**src/rtl/cssp_pkg.sv**
```systemverilog
package cssp_pkg;

  localparam int CFG_W       = 7;
  localparam int STEPS_RESET = 16;
  localparam int NUM_TAPS    = 4;

  typedef enum logic [3:0] {
    ST_IDLE,
    ST_SQ,
    ST_CUBE,
    ST_KK,
    ST_K3,
    ST_KS2,
    ST_K2S,
    ST_WGT,
    ST_MAC,
    ST_LOADQ,
    ST_DIV,
    ST_EMIT
  } state_t;

  typedef enum logic [2:0] {
    MUL_NONE,
    MUL_SS,
    MUL_S3,
    MUL_KK,
    MUL_K3,
    MUL_KS2,
    MUL_K2S
  } mul_op_t;

  typedef struct packed {
    logic       accept;
    mul_op_t    mul_op;
    logic       wgt_load;
    logic       mac_en;
    logic [1:0] mac_idx;
    logic       div_init;
    logic       div_step;
    logic       out_load;
    logic       k_inc;
    logic       shift_win;
  } cmd_t;

  typedef struct packed {
    logic seg;
    logic last_k;
    logic out_free;
  } stat_t;

endpackage

```
**src/rtl/cssp_ctrl.sv**
```systemverilog
module cssp_ctrl import cssp_pkg::*; #(
  parameter int COORD_WIDTH = 32
) (
  input  logic  clk,
  input  logic  rst_n,
  input  logic  in_valid,
  output logic  in_ready,
  input  stat_t stat,
  output cmd_t  cmd
);

  localparam int CNTW = $clog2(COORD_WIDTH);

  state_t          state_r, state_nxt;
  logic [CNTW-1:0] cnt_r, cnt_nxt;

  always_ff @(posedge clk) begin
    if (!rst_n) begin
      state_r <= ST_IDLE;
      cnt_r   <= '0;
    end else begin
      state_r <= state_nxt;
      cnt_r   <= cnt_nxt;
    end
  end

  always_comb begin
    state_nxt = state_r;
    cnt_nxt   = cnt_r;
    cmd       = '0;
    in_ready  = 1'b0;
    case (state_r)
      ST_IDLE: begin
        in_ready   = 1'b1;
        cmd.accept = in_valid;
        if (in_valid && stat.seg) state_nxt = ST_SQ;
      end
      ST_SQ: begin
        cmd.mul_op = MUL_SS;
        state_nxt  = ST_CUBE;
      end
      ST_CUBE: begin
        cmd.mul_op = MUL_S3;
        state_nxt  = ST_KK;
      end
      ST_KK: begin
        cmd.mul_op = MUL_KK;
        state_nxt  = ST_K3;
      end
      ST_K3: begin
        cmd.mul_op = MUL_K3;
        state_nxt  = ST_KS2;
      end
      ST_KS2: begin
        cmd.mul_op = MUL_KS2;
        state_nxt  = ST_K2S;
      end
      ST_K2S: begin
        cmd.mul_op = MUL_K2S;
        state_nxt  = ST_WGT;
      end
      ST_WGT: begin
        cmd.wgt_load = 1'b1;
        cnt_nxt      = '0;
        state_nxt    = ST_MAC;
      end
      ST_MAC: begin
        cmd.mac_en  = 1'b1;
        cmd.mac_idx = cnt_r[1:0];
        if (cnt_r == CNTW'(NUM_TAPS - 1)) begin
          state_nxt = ST_LOADQ;
        end else begin
          cnt_nxt = cnt_r + CNTW'(1);
        end
      end
      ST_LOADQ: begin
        cmd.div_init = 1'b1;
        cnt_nxt      = CNTW'(COORD_WIDTH - 1);
        state_nxt    = ST_DIV;
      end
      ST_DIV: begin
        cmd.div_step = 1'b1;
        if (cnt_r == '0) begin
          state_nxt = ST_EMIT;
        end else begin
          cnt_nxt = cnt_r - CNTW'(1);
        end
      end
      ST_EMIT: begin
        if (stat.out_free) begin
          cmd.out_load = 1'b1;
          if (stat.last_k) begin
            cmd.shift_win = 1'b1;
            state_nxt     = ST_IDLE;
          end else begin
            cmd.k_inc = 1'b1;
            state_nxt = ST_KK;
          end
        end
      end
      default: begin
        state_nxt = ST_IDLE;
      end
    endcase
  end

endmodule

```
**config.mk**
```make
export PLATFORM = sky130hd
export DESIGN_NAME = cssp_ctrl
export DESIGN_NICKNAME = d
export VERILOG_FILES = /design/src/rtl/cssp_pkg.sv /design/src/rtl/cssp_ctrl.sv
export SDC_FILE = /design/constraint.sdc
export NUM_CORES = 1
export LEC_CHECK = 0
export BUFFER_PORTS_ARGS = -buffer_cell sky130_fd_sc_hd__buf_2
export CELL_PAD_IN_SITES_DETAIL_PLACEMENT = 1
export CELL_PAD_IN_SITES_GLOBAL_PLACEMENT = 2
export CORE_AREA = 3 3 57 59
export DETAILED_ROUTE_END_ITERATION = 6
export DIE_AREA = 0 0 60 62
export PLACE_DENSITY_LB_ADDON = 0.1
export RECOVER_POWER = 25
export SLEW_MARGIN = 20
export SYNTH_ARGS = -nofsm -noshare
export SYNTH_HDL_FRONTEND = slang
export SYNTH_SLANG_ARGS = --single-unit
```
**constraint.sdc**
```tcl
create_clock -name clk -period 2.46 [get_ports clk]
set_input_delay 0.123 -clock clk [delete_from_list [all_inputs] [get_ports clk]]
set_output_delay 0.123 -clock clk [all_outputs]
set_load 0.02 [all_outputs]
```
# ---- Yosys cells after proc, flatten, opt, wreduce, memory -nomap -nowiden
# Index checks and enable logic that the tools add are counted.
dict set report word_totals {
  regBits 9
  input_bits 6
  word_cells 48
  out_inout_bits 14
}
dict set report op_classes {
  n_reduce_logical 6
  addsub 2
  muxes 20
  n_eq_ne 18
}
# op count
set op_table {}
lappend op_table {{$pmux W4 S12} 1}
lappend op_table {{$pmux W5 S4} 1}
lappend op_table {{$pmux W3 S6} 1}
lappend op_table {{$eq A4 B3 Y1 const B} 4}
lappend op_table {{$eq A4 B4 Y1 const B} 4}
lappend op_table {{$mux W4} 4}
lappend op_table {{$ne A2 B2 Y1 const B} 6}
lappend op_table {{$mux W5} 2}
lappend op_table {{$mux W3} 3}
lappend op_table {{$eq A4 B2 Y1 const B} 2}
lappend op_table {{$mux W1} 7}
lappend op_table {{$add A5 B1 Y5 const B} 1}
lappend op_table {{$eq A5 B2 Y1 const B} 1}
lappend op_table {{$logic_not A5 Y1} 1}
lappend op_table {{$sub A5 B1 Y5 const B} 1}
lappend op_table {{$eq A4 B1 Y1 const B} 1}
lappend op_table {{$logic_not A4 Y1} 1}
lappend op_table {{$reduce_and A4 Y1} 1}
lappend op_table {{$reduce_bool A4 Y1} 1}
lappend op_table {{$reduce_and A3 Y1} 1}
lappend op_table {{$mux W2} 1}
lappend op_table {{$logic_and A1 B1 Y1} 1}

# ---- Logic depth before layout (Yosys ltp)
# Gate-level depths: netlist of the first run.
dict set report logic_depth {
  depth_word 3
  mapped_depth 9
  ltp_nobuf 8
}

# ---- Least setup slack after synthesis of the first run
# No wires, ideal clock.
dict set report synth_timing {
  kind {register to register}
  from {reg state_r[1]}
  to {reg cnt_r[4]}
  arrival_time_ns 1.961
  path_stages_with_launch 10
  setup_slack_ns 0.372
  setup_ns 0.127
  period_less_slack_ns 2.088
  path_cell_list {dfxtp_1 > buf_6 > and4bb_2 > xor2_1 > ha_1 > or3_1 > a21oi_1 > mux2i_1 > o2111ai_1 > o21ai_0}
}
dict set report synth_via {
  elab_chain_cells 3
}
# element line
set synth_lines {}
lappend synth_lines {{from (decl)} cssp_ctrl.sv:14} ;# state_t state_r, state_nxt;
lappend synth_lines {{from (signal assigned)} cssp_ctrl.sv:22} ;# state_r <= state_nxt;
lappend synth_lines {{$eq A4 B4 Y1 / $eq A4 B3 Y1 (equally long branches)} cssp_ctrl.sv:32} ;# case (state_r)
lappend synth_lines {{$reduce_bool A4 Y1 (no source line) / $ne A2 B2 Y1 (equally long branches)} -}
lappend synth_lines {{$reduce_and A3 Y1 (no source line)} -}
lappend synth_lines {{to (signal assigned)} cssp_ctrl.sv:23} ;# cnt_r <= cnt_nxt;
lappend synth_lines {{to (decl)} cssp_ctrl.sv:15} ;# logic [CNTW-1:0] cnt_r, cnt_nxt;
# Parallel ways exist; a longest one is shown, timed or not.
# A chain may end at the register's enable or synchronous reset.

# ---- Final worst setup path of the first run
dict set report layout_timing {
  from {reg state_r[2]}
  to {reg cnt_r[4]}
}
# Same word-level chain as after synthesis.

==> results of run 1 <==
[registers in the layout (all words and copies together), names as in the netlist]
register,flops
state_r,4
cnt_r,5
[report_power, final]
| group | switching [mW] | internal [mW] | total, mW |
|---|---|---|---|
| sequential | 0.0189 | 0.175 | 0.194 |
| combinational | 0.366 | 0.212 | 0.578 |
| clock | 0.0516 | 0.0625 | 0.114 |
| total | 0.436 | 0.450 | 0.886 |
[metrics by stage]
stage	utilization (%)	area, um2	cells	setup slack, ns
after floorplan	-	785.8	101	0.3725
after global placement	33.26	917.1	150	0.5132
final	33.94	935.9	154	0.3803
after CTS	34.21	943.4	154	0.4147
after detailed placement	33.26	917.1	150	0.4306
after global routing	33.94	935.9	154	0.1981
[cell usage after synthesis, types with 3 or more instances]
cell | count | area [um2]
a21oi_1 | 7 | 35.03
dfxtp_1 | 9 | 180.2
nor2_1 | 8 | 30.03
mux2i_1 | 3 | 30.03
xor2_1 | 4 | 35.03
o21ai_0 | 6 | 30.03
and2_1 | 4 | 25.02
nor2b_1 | 5 | 31.28
nand2_1 | 11 | 41.29
inv_1 | 3 | 11.26
[worst min-delay path: stages]
cell	delay (ns)
buf_2	0.08
or3_1	0.13
a21boi_0	0.08
[worst paths after layout]
kind,end,slack [ns],cells after the start
max,cnt_r[4],0.38,8
min,state_r[0],0.21,3
max reg2reg,cnt_r[4],0.38,8
min reg2reg,cnt_r[3],0.49,2
[placed cells by master (no fill, tap or decap), types with 2 or more instances in the layout]
master     n
nor3b_1    2
nand2b_1   2
o21ai_0    6
a21oi_1    7
a211oi_1   2
a22oi_1    2
or3_1      2
and3_1     2
a21boi_0   2
buf_2     16
nand4_1    2
nand2_1   11
mux2i_1    3
inv_1      3
nor2b_1    5
xor2_1     4
nor2_1     8
clkbuf_1   5
ha_1       2
dfxtp_1    9
clkbuf_4   3
and2_1     4
buf_4      4
[logic make-up after synthesis]
| group | count (synthesis) | synth area share [%] |
|---|---|---|
| simple gates | 48 | 36.46 |
| buf+inv | 9 | 6.527 |
| mux | 3 | 3.822 |
| compound gates | 25 | 21.50 |
| flops | 9 | 22.93 |
| fa+ha+maj | 2 | 3.184 |
| xor+xnor | 5 | 5.573 |
[layer usage]
metal / vias up / track usage [%] / wire length (um)
met4: 0 / 7.595 / 45
li1: 405 / - / -
met1: 383 / 17.65 / 1143
met5: - / 0 / 0
met3: 4 / 3.306 / 123
met2: 21 / 22.22 / 977
[area by class of cell]
cell class,instances,area (um2),share of cell area [%]
multi-input cells,83,554.3,59.22
flip-flops and latches,9,180.2,19.25
repair buffers,24,125.1,13.37
well taps,31,38.79,4.144
clock buffers,4,26.28,2.807
inverters,3,11.26,1.203
==> out/metrics.cfg, run 1 <==
[timing]
final-max-slew-violation-count = 0
max_clock_freq_ghz = 0.4808
rsz0062_at_grt = no
fin_crit_sh_pct = 84.54
relSlewSlack_pct = 58.30
setup_viol = 0
fin_tns_setup_ns = 0
tightestPinTransition_ns = 0.6255
min_period_ns = 2.080
fin_hold_ws_ns = 0.2085
finalClockSkew_ns = 0.007535
final-hold-violation-count = 0

[synth]
async_flop_share_pct = 0
synth_cell_types = 40
syn_area_um2 = 785.8
synth_edf_count = 0
syn-num-nets = 109
ys_ff_latch = 9
synth_ff_type = dfxtp_1
synth_cells = 101
ys_seq_area_share_pct = 22.93
synth.avg_cell_area_um2 = 7.780
yosysWarnings = 0

[cts]
cts_repair_resize_count = 0
clk_pin_slew_ns = 0.06
cts_sinks = 9
insertion_delay_ns = 0.27
htreeDepth = 1
hold_buffers = 0
tritoncts = built
cts_setup_buffers = 0
cts_root_buffer = clkbuf_4
numCtsBuffers = 3
clockBufferDepth = 2

[die]
num_io_pins = 20
rows = 19
start_util_pct = 28.49
die_w_um = 60
die_height_um = 62
die_area_um2 = 3720
coreArea_um2 = 2758

[setup_path]
cp_slowest_cell = and4bb_1
crit_type = reg2reg
crit_path_cell_trace = and4bb_1 > xor2_1 > ha_1 > or3_1 > a21oi_1 > mux2i_1 > o2111ai_1 > o21ai_0
crit_buf_inv = 0
cp-end-kind = flop
arrival_ns = 2.22
cp.required_ns = 2.60
critPathTopFamily = simple AND/OR/NAND/NOR gates
timing.rr.start = state_r[2]
startpoint_type = flop
worstPathMaxFanout = 4
worstSetupStartpoint = state_r[2]
slowest_delay_ns = 0.40

[routing]
drt-initial-drc-count = 10
drc_errors = 0
antenna_left = 0
vias_per_cell = 5.279
vias = 813
firstDrtPassIters = 3
wire_per_inst_um = 14.87
drt-total-wl_mm = 2.290

[grt]
grt_max_degree = 14
grt_pass1_vias = 794
overflow = 0
grt_pass1_wl_mm = 3.788
grt_use_total_pct = 14.05
antenna_found_initial = 0

[final_layout]
fill_cells = 363
drive_gt1_share_pct = 23.58
nets = 132
num_antenna_cells = 0
area_delta_synth_final_pct = 19.11

[place]
io_buffers = 19
gp_congestion = 0.7359
hpwl_mm = 1.817

[min_path]
holdCritStartpoint = stat[0]
hp-class = in2reg

[power]
ir_worst_vdd_mv = 0.4465
p_total_mw = 0.8862
leakage_nw = 0.4151
pwr_density_cell_nw_per_um2 = 946.9

[status]
status = completed

[flow_run]
maxCapViolations = 0

No activity file was read; power rests on OpenSTA's default activity.
==> inputs of run 2 (changes only) <==
--- a/config.mk
+++ b/config.mk
@@ -5,12 +5,13 @@
 export SDC_FILE = /design/constraint.sdc
 export NUM_CORES = 1
 export LEC_CHECK = 0
+export ABC_AREA = 1
 export BUFFER_PORTS_ARGS = -buffer_cell sky130_fd_sc_hd__buf_2
 export CELL_PAD_IN_SITES_DETAIL_PLACEMENT = 1
 export CELL_PAD_IN_SITES_GLOBAL_PLACEMENT = 2
-export CORE_AREA = 3 3 57 59
+export CORE_AREA = 3 3 61 63
 export DETAILED_ROUTE_END_ITERATION = 6
-export DIE_AREA = 0 0 60 62
+export DIE_AREA = 0 0 64 66
 export PLACE_DENSITY_LB_ADDON = 0.1
 export RECOVER_POWER = 25
 export SLEW_MARGIN = 20
==> constraint.sdc (replaced) <==
create_clock -name clk -period 2 [get_ports clk]
set_input_delay 0.1 -clock clk [delete_from_list [all_inputs] [get_ports clk]]
set_output_delay 0.1 -clock clk [all_outputs]
set_load 0.02 [all_outputs]
==> out/metrics.cfg, run 2 <==
[synth]
yosys-top-cells-area = dfxtp_1, nand2_1, inv_1
synth_common_cells = nand2_1, inv_1, nor2_1
synth_ff_type = dfxtp_1
ys_seq_area_share_pct = 22.97  ; +0.037 points
synth_edf_count = 0  ; unchanged
synth_cell_types = 23  ; -43%
syn_area_um2 = 784.5  ; -0.16%
synth_top_area_share_pct = 22.97  ; +0.037 points
syn-num-nets = 142  ; +30%
yosysWarnings = 0  ; unchanged
ys_ff_latch = 9  ; unchanged
synth.most_common_cell = nand2_1
synth_top_area_cell = dfxtp_1
async_flop_share_pct = 0  ; unchanged
synth.avg_cell_area_um2 = 5.854  ; -25%
synth_cells = 134  ; +33%

[final_layout]
fin_area_um2 = 968.4  ; +3.5%
top_register = cnt_r
instances_no_fill = 204  ; +32%
top_regs = cnt_r: 5 flops, state_r: 4 flops
final_common_cell = nand2_1
layout_common_cells = nand2_1, inv_1, nor2_1
largest_reg_flops = 5  ; unchanged
area_delta_synth_final_pct = 23.45
num_antenna_cells = 0  ; unchanged
nets = 167  ; +27%
drive_gt1_share_pct = 22.78  ; -0.79 points

[timing]
finalClockSkew_ns = 0.001972  ; -0.005564 ns
rsz0062_at_grt = no
fin_hold_ws_ns = 0.1028  ; -0.1057 ns
setup_viol = 0  ; unchanged
final-max-slew-violation-count = 0  ; unchanged
fin_crit_sh_pct = 90.44  ; +5.9 points
max_clock_freq_ghz = 0.5529  ; +15%
tightestPinTransition_ns = 0.3195  ; -0.3060 ns
fin_tns_setup_ns = 0  ; unchanged
min_period_ns = 1.809  ; -0.2709 ns
relSlewSlack_pct = 78.67  ; +20 points
final-hold-violation-count = 0  ; unchanged

[grt]
grt_pass1_vias = 946  ; +19%
grt_pass1_wl_mm = 4.271  ; +13%
use_met2_pct = 21.03  ; -1.2 points
grt_most_used_layer = met2
grt_use_total_pct = 12.77  ; -1.3 points
globalRouteMet1Util_pct = 16.90  ; -0.75 points
antenna_found_initial = 0  ; unchanged
overflow = 0  ; unchanged
grt_max_degree = 8  ; -6
use_met3_pct = 1.531  ; -1.8 points

[die]
die_w_um = 64  ; +6.7%
die_height_um = 66  ; +6.5%
die_area_um2 = 4224  ; +14%
coreArea_um2 = 3284  ; +19%
start_util_pct = 23.89  ; -4.6 points
num_io_pins = 20  ; unchanged
rows = 21  ; +2

[setup_path]
timing.rr.start = state_r[2]
slowest_delay_ns = 0.51  ; +0.11 ns
cp-end-kind = flop
cp.required_ns = 2.19  ; -0.41 ns
worstSetupStartpoint = state_r[2]
crit_path_cell_trace = nor2_4 > nand2_2 > inv_2 > ha_1 > inv_1 > nor2_1 > nor2_1 > nand3_1 > nand3_1 > nand2_1 > a21oi_1
worstPathMaxFanout = 7  ; +3
rrSetupSlack_ns = 0.19  ; -0.19 ns
crit_type = reg2reg
startpoint_type = flop
rr_worst_depth = 11  ; +3
cp_slowest_cell = dfxtp_1
arrival_ns = 2.00  ; -0.22 ns

[routing]
drt-total-wl_mm = 2.461  ; +7.5%
drt-initial-drc-count = 34  ; +24
vias = 895  ; +10%
vias_per_cell = 4.387  ; -17%
wire_per_inst_um = 12.06  ; -19%
drc_errors = 0  ; unchanged
antenna_left = 0  ; unchanged
firstDrtPassIters = 4  ; +1

[cts]
clockBufferDepth = 2  ; unchanged
tritoncts = built
numCtsBuffers = 3  ; unchanged
htreeDepth = 1  ; unchanged
cts_sinks = 9  ; unchanged
hold_buffers = 0  ; unchanged
cts_root_buffer = clkbuf_4
insertion_delay_ns = 0.26  ; about the same
clk_pin_slew_ns = 0.06  ; about the same

[flow_run]
maxCapViolations = 0  ; unchanged

[min_path]
holdCritStartpoint = rst_n
hp-class = in2reg
hold_depth = 3  ; unchanged

[power]
pwr_density_cell_nw_per_um2 = 1258  ; +33%
p_total_mw = 1.219  ; +38%
leakage_nw = 0.4863  ; +17%
ir_worst_vdd_mv = 0.5457  ; +22%

[place]
place_area_um2 = 944.7  ; +3.0%
dpl.cell_count = 200  ; +33%
hpwl_mm = 2.108  ; +16%
gp_congestion = 0.7655  ; +4.0%
io_buffers = 19  ; unchanged

[status]
status = completed

==> run 2: cell count changes after synthesis, moves of 3 or more <==
cell     delta
nand2_2     +3
xor2_1      -3
mux2i_1     -3
and2_1      -4
inv_1      +22
nor2_1     +11
nand3_1     +9
nor2b_1     -5
nand2_1    +23
==> run 2: routing by layer <==
metal / vias to the layer above / wire [um]
met4: 0 / 14
met5: - / 0
met3: 2 / 82
met2: 12 / 1131
met1: 414 / 1233
li1: 467 / -
==> run 2: cell families after synthesis <==
logic type	Yosys count	share of synthesized area (%)
adders and majority gates	2	3.189
buffers and inverters	28	13.88
and+or+nand+nor	74	41.63
AOI/OAI and AO/OA	20	17.22
DFF	9	22.97
xor gates and xnor gates	1	1.117
==> run 2: metrics by stage <==
stage	utilization, %	setup WS [ns]
6_report	29.49	0.1912
5_1_grt	29.49	0.008902
2_1_floorplan	-	0.2431
3_3_place_gp	28.76	0.1351
4_1_cts	29.56	0.08327
3_5_place_dp	28.76	0.1022
==> run 2: cell type report <==
type | count | area (um2)
flip-flops and latches | 9 | 182.7
well taps | 46 | 57.56
fillers | 442 | 2316
inverters | 27 | 101.3
repair buffers | 21 | 105.1
multi-input cells | 97 | 495.5
clock buffers | 4 | 26.28
==> run 2: path summary, 6_finish.rpt <==
path / to
max: cnt_r[4]
min: state_r[3]
max reg2reg: cnt_r[4]
min reg2reg: cnt_r[4]
==> run 2: timing repair <==
action,4_1_cts,5_1_grt
setup endpoints to repair,0,1
resized for setup,0,3
buffers inserted,0,0
==> run 2: critical path: cells and delay by family (launching register included) <==
family,cells,cell delay (ns)
adder cells (fa/ha/maj),1,0.33
AND/OR/NAND/NOR,7,0.62
AO/OA/AOI/OAI,1,0.11
flip-flops,1,0.51
buffers and inverters,2,0.18
==> run 2: where the power goes <==
group          total (mW)  switching (mW)  internal, mW
registers           0.312          0.0769         0.235
logic               0.766           0.522         0.244
clock network       0.140          0.0635        0.0769
total                1.22           0.662         0.556
